File: src/rtl/core/sql_like_wildcard_matcher_top_defines.svh
// Assertion macros shared by the SQL LIKE matcher RTL.
`ifndef SQL_LIKE_WILDCARD_MATCHER_TOP_DEFINES_SVH
`define SQL_LIKE_WILDCARD_MATCHER_TOP_DEFINES_SVH
`ifndef SYNTHESIS
// Same-cycle implication, disabled in reset.
`define SLWM_ASSERT_NOW(label, clk, rst_n, ante, cons) \
    label: assert property (@(posedge clk) disable iff (!rst_n) (ante) |-> (cons)) \
        else $error("slwm check failed");
// Next-cycle implication, disabled in reset.
`define SLWM_ASSERT_NEXT(label, clk, rst_n, ante, cons) \
    label: assert property (@(posedge clk) disable iff (!rst_n) (ante) |=> (cons)) \
        else $error("slwm check failed");
`else
`define SLWM_ASSERT_NOW(label, clk, rst_n, ante, cons)
`define SLWM_ASSERT_NEXT(label, clk, rst_n, ante, cons)
`endif
`endif

File: src/rtl/core/slwm_pkg.sv
// Types, codes and helper functions of the SQL LIKE matcher.
package slwm_pkg;

    // Default depth of the token store
    localparam int MAX_TOKENS_DEF = 64;

    // Input word opcodes
    typedef enum logic [1:0] {
        OP_CLEAR  = 2'd0,
        OP_APPEND = 2'd1,
        OP_TEXT   = 2'd2,
        OP_QUERY  = 2'd3
    } t_opcode;

    // Token kinds
    localparam logic [1:0] KIND_LIT = 2'd0;
    localparam logic [1:0] KIND_ONE = 2'd1;
    localparam logic [1:0] KIND_RUN = 2'd2;

    // Pattern special bytes
    localparam logic [7:0] CH_RUN = 8'h25;
    localparam logic [7:0] CH_ONE = 8'h5F;
    localparam logic [7:0] CH_ESC = 8'h5C;

    // Fold ASCII upper case to lower case when enabled
    function automatic logic [7:0] fold_lower(input logic [7:0] c, input logic en);
        logic [7:0] r;
        r = c;
        if (en && (c >= 8'h41) && (c <= 8'h5A)) begin
            r = c + 8'h20;
        end
        return r;
    endfunction

endpackage

File: src/rtl/core/slwm_in_if.sv
// Input channel: opcode, data byte and last flag with valid/ready.
interface slwm_in_if;
    logic       valid;
    logic       ready;
    logic [1:0] opcode;
    logic [7:0] data_byte;
    logic       last;

    modport source (output valid, output opcode, output data_byte, output last, input ready);
    modport sink   (input valid, input opcode, input data_byte, input last, output ready);
endinterface

File: src/rtl/core/slwm_out_if.sv
// Result channel: match and overflow flags with valid/ready.
interface slwm_out_if;
    logic valid;
    logic ready;
    logic match;
    logic pattern_too_long;

    modport source (output valid, output match, output pattern_too_long, input ready);
    modport sink   (input valid, input match, input pattern_too_long, output ready);
endinterface

File: src/rtl/core/sql_like_wildcard_matcher_top.sv
// Top level of the SQL LIKE matcher: input register, token store, automaton, result register.
//
//  channel   dir  handshake       word
//  i_in      in   valid/ready     opcode[1:0], data_byte[7:0], last
//  o_out     out  valid/ready     match, pattern_too_long
//  apb       in   psel/penable    reg 0 ignore_case at byte address 0
//
// One word per cycle unless a word with a result waits on a stalled result register;
// the result register loads from the word in the input register once that word fires.
// The bit-parallel, combinational position update over all tokens sets the rate.
// Reset is synchronous; no clearing pass, the token store is only read below
// the token count. A stalled result holds the output register; words that
// yield no result still move while it waits.
`include "sql_like_wildcard_matcher_top_defines.svh"

module sql_like_wildcard_matcher_top #(
    parameter int MAX_TOKENS = slwm_pkg::MAX_TOKENS_DEF
) (
    input  logic         i_clk,
    input  logic         i_rst_n,
    slwm_in_if.sink      i_in,
    slwm_out_if.source   o_out,
    input  logic         psel,
    input  logic         penable,
    input  logic         pwrite,
    input  logic [2:0]   paddr,
    input  logic [31:0]  pwdata,
    output logic [31:0]  prdata,
    output logic         pready
);
    localparam int POS_N = MAX_TOKENS + 1;
    localparam int CNT_W = $clog2(MAX_TOKENS + 1);
    localparam int IDX_W = $clog2(MAX_TOKENS);

    // Configuration
    logic r_ignore_case;

    // Input register
    logic       r_in_valid;
    logic [1:0] r_in_op;
    logic [7:0] r_in_byte;
    logic       r_in_last;

    // Pattern and text state
    logic [1:0]       r_tok_kind [MAX_TOKENS];
    logic [7:0]       r_tok_char [MAX_TOKENS];
    logic [CNT_W-1:0] r_count, n_count;
    logic [CNT_W-1:0] r_lead, n_lead;
    logic             r_lead_all, n_lead_all;
    logic             r_esc, n_esc;
    logic             r_ovf, n_ovf;
    logic             r_tip, n_tip;
    logic [POS_N-1:0] r_active, n_active;

    // Result register
    logic r_out_valid;
    logic r_out_match;
    logic r_out_too_long;

    logic             has_res;
    logic             out_free;
    logic             fire;
    logic             res_match;
    logic             w_kind_en;
    logic             w_char_en;
    logic [IDX_W-1:0] w_idx;
    logic [1:0]       w_kind;
    logic [1:0]       new_kind;
    logic [CNT_W-1:0] cnt_m1;
    logic             room;
    logic [POS_N-1:0] start_act;
    logic [POS_N-1:0] cur_act;
    logic [POS_N-1:0] step_act;

    // APB register port
    assign pready = 1'b1;
    assign prdata = (paddr[2] == 1'b0) ? {31'd0, r_ignore_case} : 32'd0;

    always_ff @(posedge i_clk) begin
        if (!i_rst_n) begin
            r_ignore_case <= 1'b0;
        end else if (psel && penable && pwrite && pready && (paddr[2] == 1'b0)) begin
            r_ignore_case <= pwdata[0];
        end
    end

    // Handshake control
    assign has_res  = (r_in_op == slwm_pkg::OP_QUERY) ||
                      ((r_in_op == slwm_pkg::OP_TEXT) && r_in_last);
    assign out_free = !r_out_valid || o_out.ready;
    assign fire     = r_in_valid && (!has_res || out_free);
    assign i_in.ready = !r_in_valid || fire;

    // Capture the input word
    always_ff @(posedge i_clk) begin
        if (!i_rst_n) begin
            r_in_valid <= 1'b0;
        end else if (i_in.ready) begin
            r_in_valid <= i_in.valid;
        end
    end

    always_ff @(posedge i_clk) begin
        if (i_in.ready && i_in.valid) begin
            r_in_op   <= i_in.opcode;
            r_in_byte <= i_in.data_byte;
            r_in_last <= i_in.last;
        end
    end

    // Start set: position zero plus every position behind leading runs
    always_comb begin
        for (int i = 0; i < POS_N; i++) begin
            start_act[i] = (CNT_W'(i) <= r_lead);
        end
    end

    assign cur_act = r_tip ? r_active : start_act;

    slwm_nfa #(
        .MAX_TOKENS (MAX_TOKENS)
    ) u_nfa (
        .i_act   (cur_act),
        .i_kind  (r_tok_kind),
        .i_char  (r_tok_char),
        .i_count (r_count),
        .i_byte  (r_in_byte),
        .i_fold  (r_ignore_case),
        .o_act   (step_act)
    );

    // Classify an appended byte
    always_comb begin
        priority if (r_in_byte == slwm_pkg::CH_RUN) begin
            new_kind = slwm_pkg::KIND_RUN;
        end else if (r_in_byte == slwm_pkg::CH_ONE) begin
            new_kind = slwm_pkg::KIND_ONE;
        end else begin
            new_kind = slwm_pkg::KIND_LIT;
        end
    end

    assign cnt_m1 = r_count - 1'b1;
    assign room   = (r_count < CNT_W'(MAX_TOKENS));

    // Next state for the word in the input register
    always_comb begin
        n_count    = r_count;
        n_lead     = r_lead;
        n_lead_all = r_lead_all;
        n_esc      = r_esc;
        n_ovf      = r_ovf;
        n_tip      = r_tip;
        n_active   = r_active;
        w_kind_en  = 1'b0;
        w_char_en  = 1'b0;
        w_idx      = r_count[IDX_W-1:0];
        w_kind     = new_kind;
        res_match  = 1'b0;
        unique case (r_in_op)
            slwm_pkg::OP_CLEAR: begin
                n_count    = '0;
                n_lead     = '0;
                n_lead_all = 1'b1;
                n_esc      = 1'b0;
                n_ovf      = 1'b0;
                n_tip      = 1'b0;
            end
            slwm_pkg::OP_APPEND: begin
                n_tip = 1'b0;
                if (r_esc) begin
                    // replace the byte of the held backslash token
                    n_esc     = 1'b0;
                    w_idx     = cnt_m1[IDX_W-1:0];
                    w_char_en = (r_count != '0);
                end else if (!room) begin
                    n_ovf = 1'b1;
                end else begin
                    w_kind_en = 1'b1;
                    w_char_en = 1'b1;
                    n_count   = r_count + 1'b1;
                    if (r_in_byte == slwm_pkg::CH_ESC) begin
                        w_kind = slwm_pkg::KIND_LIT;
                        n_esc  = 1'b1;
                    end
                    if (r_lead_all && (w_kind == slwm_pkg::KIND_RUN)) begin
                        n_lead = r_lead + 1'b1;
                    end else if (w_kind != slwm_pkg::KIND_RUN) begin
                        n_lead_all = 1'b0;
                    end
                end
            end
            slwm_pkg::OP_TEXT: begin
                n_active  = step_act;
                n_tip     = !r_in_last;
                res_match = !r_ovf && step_act[r_count];
            end
            slwm_pkg::OP_QUERY: begin
                n_tip     = 1'b0;
                res_match = (r_count == '0) && !r_ovf;
            end
            default: begin
                n_tip = r_tip;
            end
        endcase
    end

    // Control state
    always_ff @(posedge i_clk) begin
        if (!i_rst_n) begin
            r_count    <= '0;
            r_lead     <= '0;
            r_lead_all <= 1'b1;
            r_esc      <= 1'b0;
            r_ovf      <= 1'b0;
            r_tip      <= 1'b0;
            r_active   <= POS_N'(1);
        end else if (fire) begin
            r_count    <= n_count;
            r_lead     <= n_lead;
            r_lead_all <= n_lead_all;
            r_esc      <= n_esc;
            r_ovf      <= n_ovf;
            r_tip      <= n_tip;
            r_active   <= n_active;
        end
    end

    // Token store
    always_ff @(posedge i_clk) begin
        if (fire && w_kind_en) begin
            r_tok_kind[w_idx] <= w_kind;
        end
        if (fire && w_char_en) begin
            r_tok_char[w_idx] <= r_in_byte;
        end
    end

    // Result register: load on a result, drop when taken
    always_ff @(posedge i_clk) begin
        if (!i_rst_n) begin
            r_out_valid <= 1'b0;
        end else if (fire && has_res) begin
            r_out_valid <= 1'b1;
        end else if (o_out.ready) begin
            r_out_valid <= 1'b0;
        end
    end

    always_ff @(posedge i_clk) begin
        if (fire && has_res) begin
            r_out_match    <= res_match;
            r_out_too_long <= r_ovf;
        end
    end

    assign o_out.valid            = r_out_valid;
    assign o_out.match            = r_out_match;
    assign o_out.pattern_too_long = r_out_too_long;

    // Checks
    `SLWM_ASSERT_NOW(a_ovf_no_match, i_clk, i_rst_n, o_out.valid && o_out.pattern_too_long, !o_out.match)
    `SLWM_ASSERT_NOW(a_lead_le_count, i_clk, i_rst_n, 1'b1, (r_lead <= r_count) && (r_count <= CNT_W'(MAX_TOKENS)))
    `SLWM_ASSERT_NOW(a_esc_has_token, i_clk, i_rst_n, r_esc, r_count != '0)
    `SLWM_ASSERT_NOW(a_take_when_full, i_clk, i_rst_n, i_in.valid && i_in.ready && r_in_valid, fire)
    `SLWM_ASSERT_NEXT(a_clear_empties, i_clk, i_rst_n, fire && (r_in_op == slwm_pkg::OP_CLEAR), (r_count == '0) && !r_ovf && !r_esc)

endmodule

File: src/rtl/core/slwm_nfa.sv
// One text byte step of the position-set automaton, with run closure.
module slwm_nfa #(
    parameter int MAX_TOKENS = slwm_pkg::MAX_TOKENS_DEF
) (
    input  logic [MAX_TOKENS:0]                   i_act,
    input  logic [1:0]                            i_kind [MAX_TOKENS],
    input  logic [7:0]                            i_char [MAX_TOKENS],
    input  logic [$clog2(MAX_TOKENS+1)-1:0]       i_count,
    input  logic [7:0]                            i_byte,
    input  logic                                  i_fold,
    output logic [MAX_TOKENS:0]                   o_act
);
    localparam int POS_N = MAX_TOKENS + 1;
    localparam int CNT_W = $clog2(MAX_TOKENS + 1);
    localparam int LV    = $clog2(POS_N);

    logic [MAX_TOKENS-1:0] tok_valid;
    logic [MAX_TOKENS-1:0] stay;
    logic [MAX_TOKENS-1:0] adv;
    logic [POS_N-1:0]      nxt;
    logic [POS_N-1:0]      prop;
    logic [LV:0][POS_N-1:0] g_l;
    logic [LV:0][POS_N-1:0] p_l;
    logic [7:0]            byte_f;

    // Advance each live position by its token
    always_comb begin
        byte_f = slwm_pkg::fold_lower(i_byte, i_fold);
        for (int i = 0; i < MAX_TOKENS; i++) begin
            tok_valid[i] = (CNT_W'(i) < i_count);
            stay[i]      = 1'b0;
            adv[i]       = 1'b0;
            if (tok_valid[i] && i_act[i]) begin
                unique case (i_kind[i])
                    slwm_pkg::KIND_RUN: stay[i] = 1'b1;
                    slwm_pkg::KIND_ONE: adv[i]  = 1'b1;
                    slwm_pkg::KIND_LIT: adv[i]  =
                        (slwm_pkg::fold_lower(i_char[i], i_fold) == byte_f);
                    default:            adv[i]  = 1'b0;
                endcase
            end
        end
        nxt[0] = stay[0];
        for (int i = 1; i < MAX_TOKENS; i++) begin
            nxt[i] = stay[i] | adv[i-1];
        end
        nxt[MAX_TOKENS] = adv[MAX_TOKENS-1];
    end

    // Close over run tokens with a prefix network: a run may match nothing
    always_comb begin
        prop[0] = 1'b0;
        for (int i = 0; i < MAX_TOKENS; i++) begin
            prop[i+1] = tok_valid[i] && (i_kind[i] == slwm_pkg::KIND_RUN);
        end
        g_l[0] = nxt;
        p_l[0] = prop;
        for (int l = 0; l < LV; l++) begin
            for (int i = 0; i < POS_N; i++) begin
                if (i >= (1 << l)) begin
                    g_l[l+1][i] = g_l[l][i] | (p_l[l][i] & g_l[l][i-(1<<l)]);
                    p_l[l+1][i] = p_l[l][i] & p_l[l][i-(1<<l)];
                end else begin
                    g_l[l+1][i] = g_l[l][i];
                    p_l[l+1][i] = p_l[l][i];
                end
            end
        end
        o_act = g_l[LV];
    end

endmodule

File: src/flat_wrapper.sv
// flat-port wrapper written by rule: the top's interface ports become plain ports
module sql_like_wildcard_matcher_top_flat 
#(
    parameter int MAX_TOKENS = slwm_pkg::MAX_TOKENS_DEF
)
  (i_clk, i_rst_n, psel, penable, pwrite, paddr, pwdata, prdata, pready, i_in_valid, i_in_opcode, i_in_data_byte, i_in_last, i_in_ready, o_out_valid, o_out_match, o_out_pattern_too_long, o_out_ready);
  slwm_in_if i_in_i ();
  slwm_out_if o_out_i ();
  input  logic i_clk;
  input  logic i_rst_n;
  input  logic psel;
  input  logic penable;
  input  logic pwrite;
  input  logic [2:0] paddr;
  input  logic [31:0] pwdata;
  output logic [31:0] prdata;
  output logic pready;
  input wire logic [$bits(i_in_i.valid)-1:0] i_in_valid;
  input wire logic [$bits(i_in_i.opcode)-1:0] i_in_opcode;
  input wire logic [$bits(i_in_i.data_byte)-1:0] i_in_data_byte;
  input wire logic [$bits(i_in_i.last)-1:0] i_in_last;
  output wire logic [$bits(i_in_i.ready)-1:0] i_in_ready;
  output wire logic [$bits(o_out_i.valid)-1:0] o_out_valid;
  output wire logic [$bits(o_out_i.match)-1:0] o_out_match;
  output wire logic [$bits(o_out_i.pattern_too_long)-1:0] o_out_pattern_too_long;
  input wire logic [$bits(o_out_i.ready)-1:0] o_out_ready;
  assign i_in_i.valid = i_in_valid;
  assign i_in_i.opcode = i_in_opcode;
  assign i_in_i.data_byte = i_in_data_byte;
  assign i_in_i.last = i_in_last;
  assign i_in_ready = i_in_i.ready;
  assign o_out_valid = o_out_i.valid;
  assign o_out_match = o_out_i.match;
  assign o_out_pattern_too_long = o_out_i.pattern_too_long;
  assign o_out_i.ready = o_out_ready;
  sql_like_wildcard_matcher_top #(.MAX_TOKENS(MAX_TOKENS)) u_core (.i_clk(i_clk), .i_rst_n(i_rst_n), .i_in(i_in_i), .o_out(o_out_i), .psel(psel), .penable(penable), .pwrite(pwrite), .paddr(paddr), .pwdata(pwdata), .prdata(prdata), .pready(pready));
endmodule
File: config.mk
export PLATFORM = sky130hd
export DESIGN_NAME = sql_like_wildcard_matcher_top_flat
export DESIGN_NICKNAME = d
export VERILOG_FILES = /design/src/rtl/core/slwm_pkg.sv /design/src/rtl/core/slwm_in_if.sv /design/src/rtl/core/slwm_out_if.sv /design/src/rtl/core/sql_like_wildcard_matcher_top.sv /design/src/rtl/core/slwm_nfa.sv /design/src/flat_wrapper.sv
export VERILOG_INCLUDE_DIRS = /design/src /design/src/rtl/core
export SDC_FILE = /design/constraint.sdc
export NUM_CORES = 2
export LEC_CHECK = 0
export BUFFER_PORTS_ARGS = -buffer_cell sky130_fd_sc_hd__buf_2
export CAP_MARGIN = 25
export CORE_MARGIN = 5
export CORE_UTILIZATION = 69
export DETAILED_ROUTE_END_ITERATION = 12
export PLACE_DENSITY_LB_ADDON = 0.15
export SYNTH_ARGS = -nofsm -noshare
export SYNTH_HDL_FRONTEND = slang
export SYNTH_SLANG_ARGS = --single-unit
export TNS_END_PERCENT = 50
File: constraint.sdc
create_clock -name i_clk -period 10.4 [get_ports i_clk]
set_clock_uncertainty 0.05 [all_clocks]
set_input_delay 1.56 -clock i_clk [delete_from_list [all_inputs] [get_ports i_clk]]
set_output_delay 1.56 -clock i_clk [all_outputs]
set_load 0.005 [all_outputs]
==> metrics <==
data required time of the worst path 10,770 ps; critical path peak fanout 68; worst slew pin tran 1170 ps; headroom to the max-slew limit 0.218; drt initial violations 4,151; Area Growth Syn to Fin 8.07%; share of layout cells above drive strength 1 0.0754; CP arrival 7750 ps; Crit Path Class reg2reg; average wire per standard cell 26.4 µm; R2R depth 19; CTS Buf Count 78; Core Rows 90; #FFs+latches synth 738; worst reg2reg startpoint u_core.r_in_byte[6]; CTS resizes 0; Skew-Pair Late Insertion Delay 630 ps; Most used DFF post-synth edfxtp_1; final global-route overflow total 0; reg2reg setup slack 3020 ps; Avg Cell Area, Syn 10.4 µm²; Worst setup EP type flop; CTS tree built; vias per cell 6.96; top-area cell type share of the netlist area 0.463; number of global-route vias before repair 32.4k; total routed wirelength 130,000 µm; RSZ-0062 raised after global routing false; fmax 0.135 GHz; Antenna Nets Post-Route 0; gr usage total 0.380; CP Launch Type flop; P per Cell Area 138 nW/µm²; commonest non-fill, non-tap cell in the layout edfxtp_1; register area share after synthesis 0.503; Worst Hold Path Cells 2; Reg clk slew, reported paths 60 ps; Layout Nets 4,200; Vias 34.2k; initial antenna violation count 7; Core ar. 60,600 µm²; Starting Density 0.699; count of cell types in the netlist 106; DRT Pass-1 Iters 7; worst min-delay path category reg2reg; total power 6.30 mW; routability cong. 1.05; DRC 0; Post-synth EDFFs 653; Die Ht 258 µm; Max-Cap Viols 0; hold_buf cts 0; final-report max-slew violation count 0; register area 21,300 µm²; top cells by area, synth edfxtp_1, xnor2_1, xor2_1; period utilization 0.710; Synth warnings 0; clock sink count 738; min cycle time layout 7380 ps; Post-CTS Repair Setup Buffers 0; number of I/O port buffers 24; Max IR drop VDD 192 µV; placed inst area 43,200 µm²; die area 66,400 µm²; Fin. Hold Viols 0; HPWL after DPL 85,900 µm; leading area contributor after synthesis edfxtp_1; # setup viols final 0; clock root cell clkbuf_16; r2r endpoint u_core.o_out.match; Cells after Synth 4,073; Die W 258 µm; # IOs 90; TNS Setup 0 ps; Hold Path Sink u_core.r_active[33]; Filler cells 4,058; leak pwr 15.2 nW; CTS Buffer Depth 3; status finished clean; hold path start u_core.r_active[33]; largest net degree at the start of global routing 90; async set-reset flop share out of synthesis 0; area of the multi-input gates 19,500 µm²; Syn Std Cell Area 42,400 µm²; fin area 45,800 µm²; first-pass GRT wire length 194,000 µm; most frequent cells in the layout edfxtp_1, nor2_1, xnor2_1, xor2_1, nand2_1; H-tree Lvls 3
[synth_stat cells (all sizes together) (15+ instances only)]
master  number
o31ai       33
xnor2      283
ha          71
nand3      134
o21ai      158
a21oi      184
o22ai       15
o211ai      27
xor2       238
nor2b       39
or3b        17
a41oi       55
a31oi       62
or2         35
nand4       38
nand2b      61
a21o        62
nor3       176
dfxtp       85
clkbuf      94
o41ai       38
buf        111
nor2       425
inv        169
o221ai      17
nand2      224
nor4        36
a21boi      15
o21bai      15
or3         72
a211oi      49
and2        20
o21a        43
nor3b       29
or4         51
edfxtp     653
a41o        18
[cell type report]
class / instances / area share
Antenna cell: 4 / 0.000219
Clock buffer: 100 / 0.0462
Clock inverter: 41 / 0.00861
Inverter: 171 / 0.0140
Multi-Input combinational cell: 2989 / 0.426
Sequential cell: 738 / 0.466
Tap cell: 782 / 0.0214
Timing Repair Buffer: 98 / 0.0175
[registers in the layout, summed over array words and instances, names as in the netlist]
name                           count
u_core.r_in_op                     2
u_core.r_in_byte                   8
u_core.o_out.pattern_too_long      1
u_core.r_tok_kind                128
u_core.r_in_valid                  1
u_core.r_tok_char                512
u_core.r_active                   64
u_core.r_ignore_case               1
u_core.r_esc                       1
u_core.r_ovf                       1
u_core.r_count                     7
u_core.r_lead                      7
u_core.r_in_last                   1
u_core.r_lead_all                  1
u_core.o_out.match                 1
u_core.o_out.valid                 1
u_core.r_tip                       1
[how the worst max path moves through the flow]
stage,startpoint,to,slack [ps],cells past startpoint
after CTS,u_core.r_in_byte[6],u_core.o_out.match,3280,19
final,u_core.r_in_byte[6],u_core.o_out.match,3020,19
after floorplan,u_core.r_in_byte[0],u_core.r_lead[6],3350,13
after global routing,u_core.r_in_byte[6],u_core.o_out.match,2960,19
after global placement,u_core.r_in_byte[6],u_core.o_out.match,3470,19
after detailed placement,u_core.r_in_byte[6],u_core.o_out.match,3330,19
[where the power goes]
part	total [mW]	leakage (nW)	switching (mW)	internal, mW
Sequential	3.24	6.72	0.0123	3.23
Clock	2.78	1.24	1.16	1.61
Combinational	0.285	7.27	0.195	0.0904
Total	6.30	15.2	1.37	4.93
[cell families after synthesis]
kind of cell / share of synthesized area
muxes: 0.00352
xor gates and xnor gates: 0.108
and+or+nand+nor: 0.165
AOI/OAI and AO/OA: 0.159
other: 0.000177
DFF: 0.503
adders and majority gates: 0.0210
buffers and inverters: 0.0402
[critical path, cell delays in order, from the launching register on]
cell and delay, ps:
edfxtp_1 340, buf_4 790, ha_1 390, nor3_1 200, a31o_4 470, buf_4 470
xnor2_1 140, nor4_1 640, o21ai_1 210, or2_2 320, o2111ai_1 150, o21ai_1 270
o311ai_2 590, a21boi_1 240, o311ai_0 710, a311oi_1 230, o211ai_2 200, o211a_1 240
a41oi_1 190, a21oi_1 310
[layer usage]
metal | up-vias | track usage | routed length, µm
met3 | 421 | 0.110 | 16800
met1 | 16600 | 0.515 | 49800
li1 | 15200 | - | -
met4 | 14 | 0.151 | 6100
met2 | 2068 | 0.585 | 56900
met5 | - | 0.0161 | 235
[stage by stage]
step                utilization  std cells  hold slack (ps)  setup WS, ps
floorplan                     -       4103              383          3350
global placement          0.712       4772              397          3470
detailed placement        0.714       4776              405          3330
CTS                       0.755       4917              416          3280
global route              0.755       4919              438          2960
finish                    0.755       4923              420          3020
(Power assumes the default switching activity.)
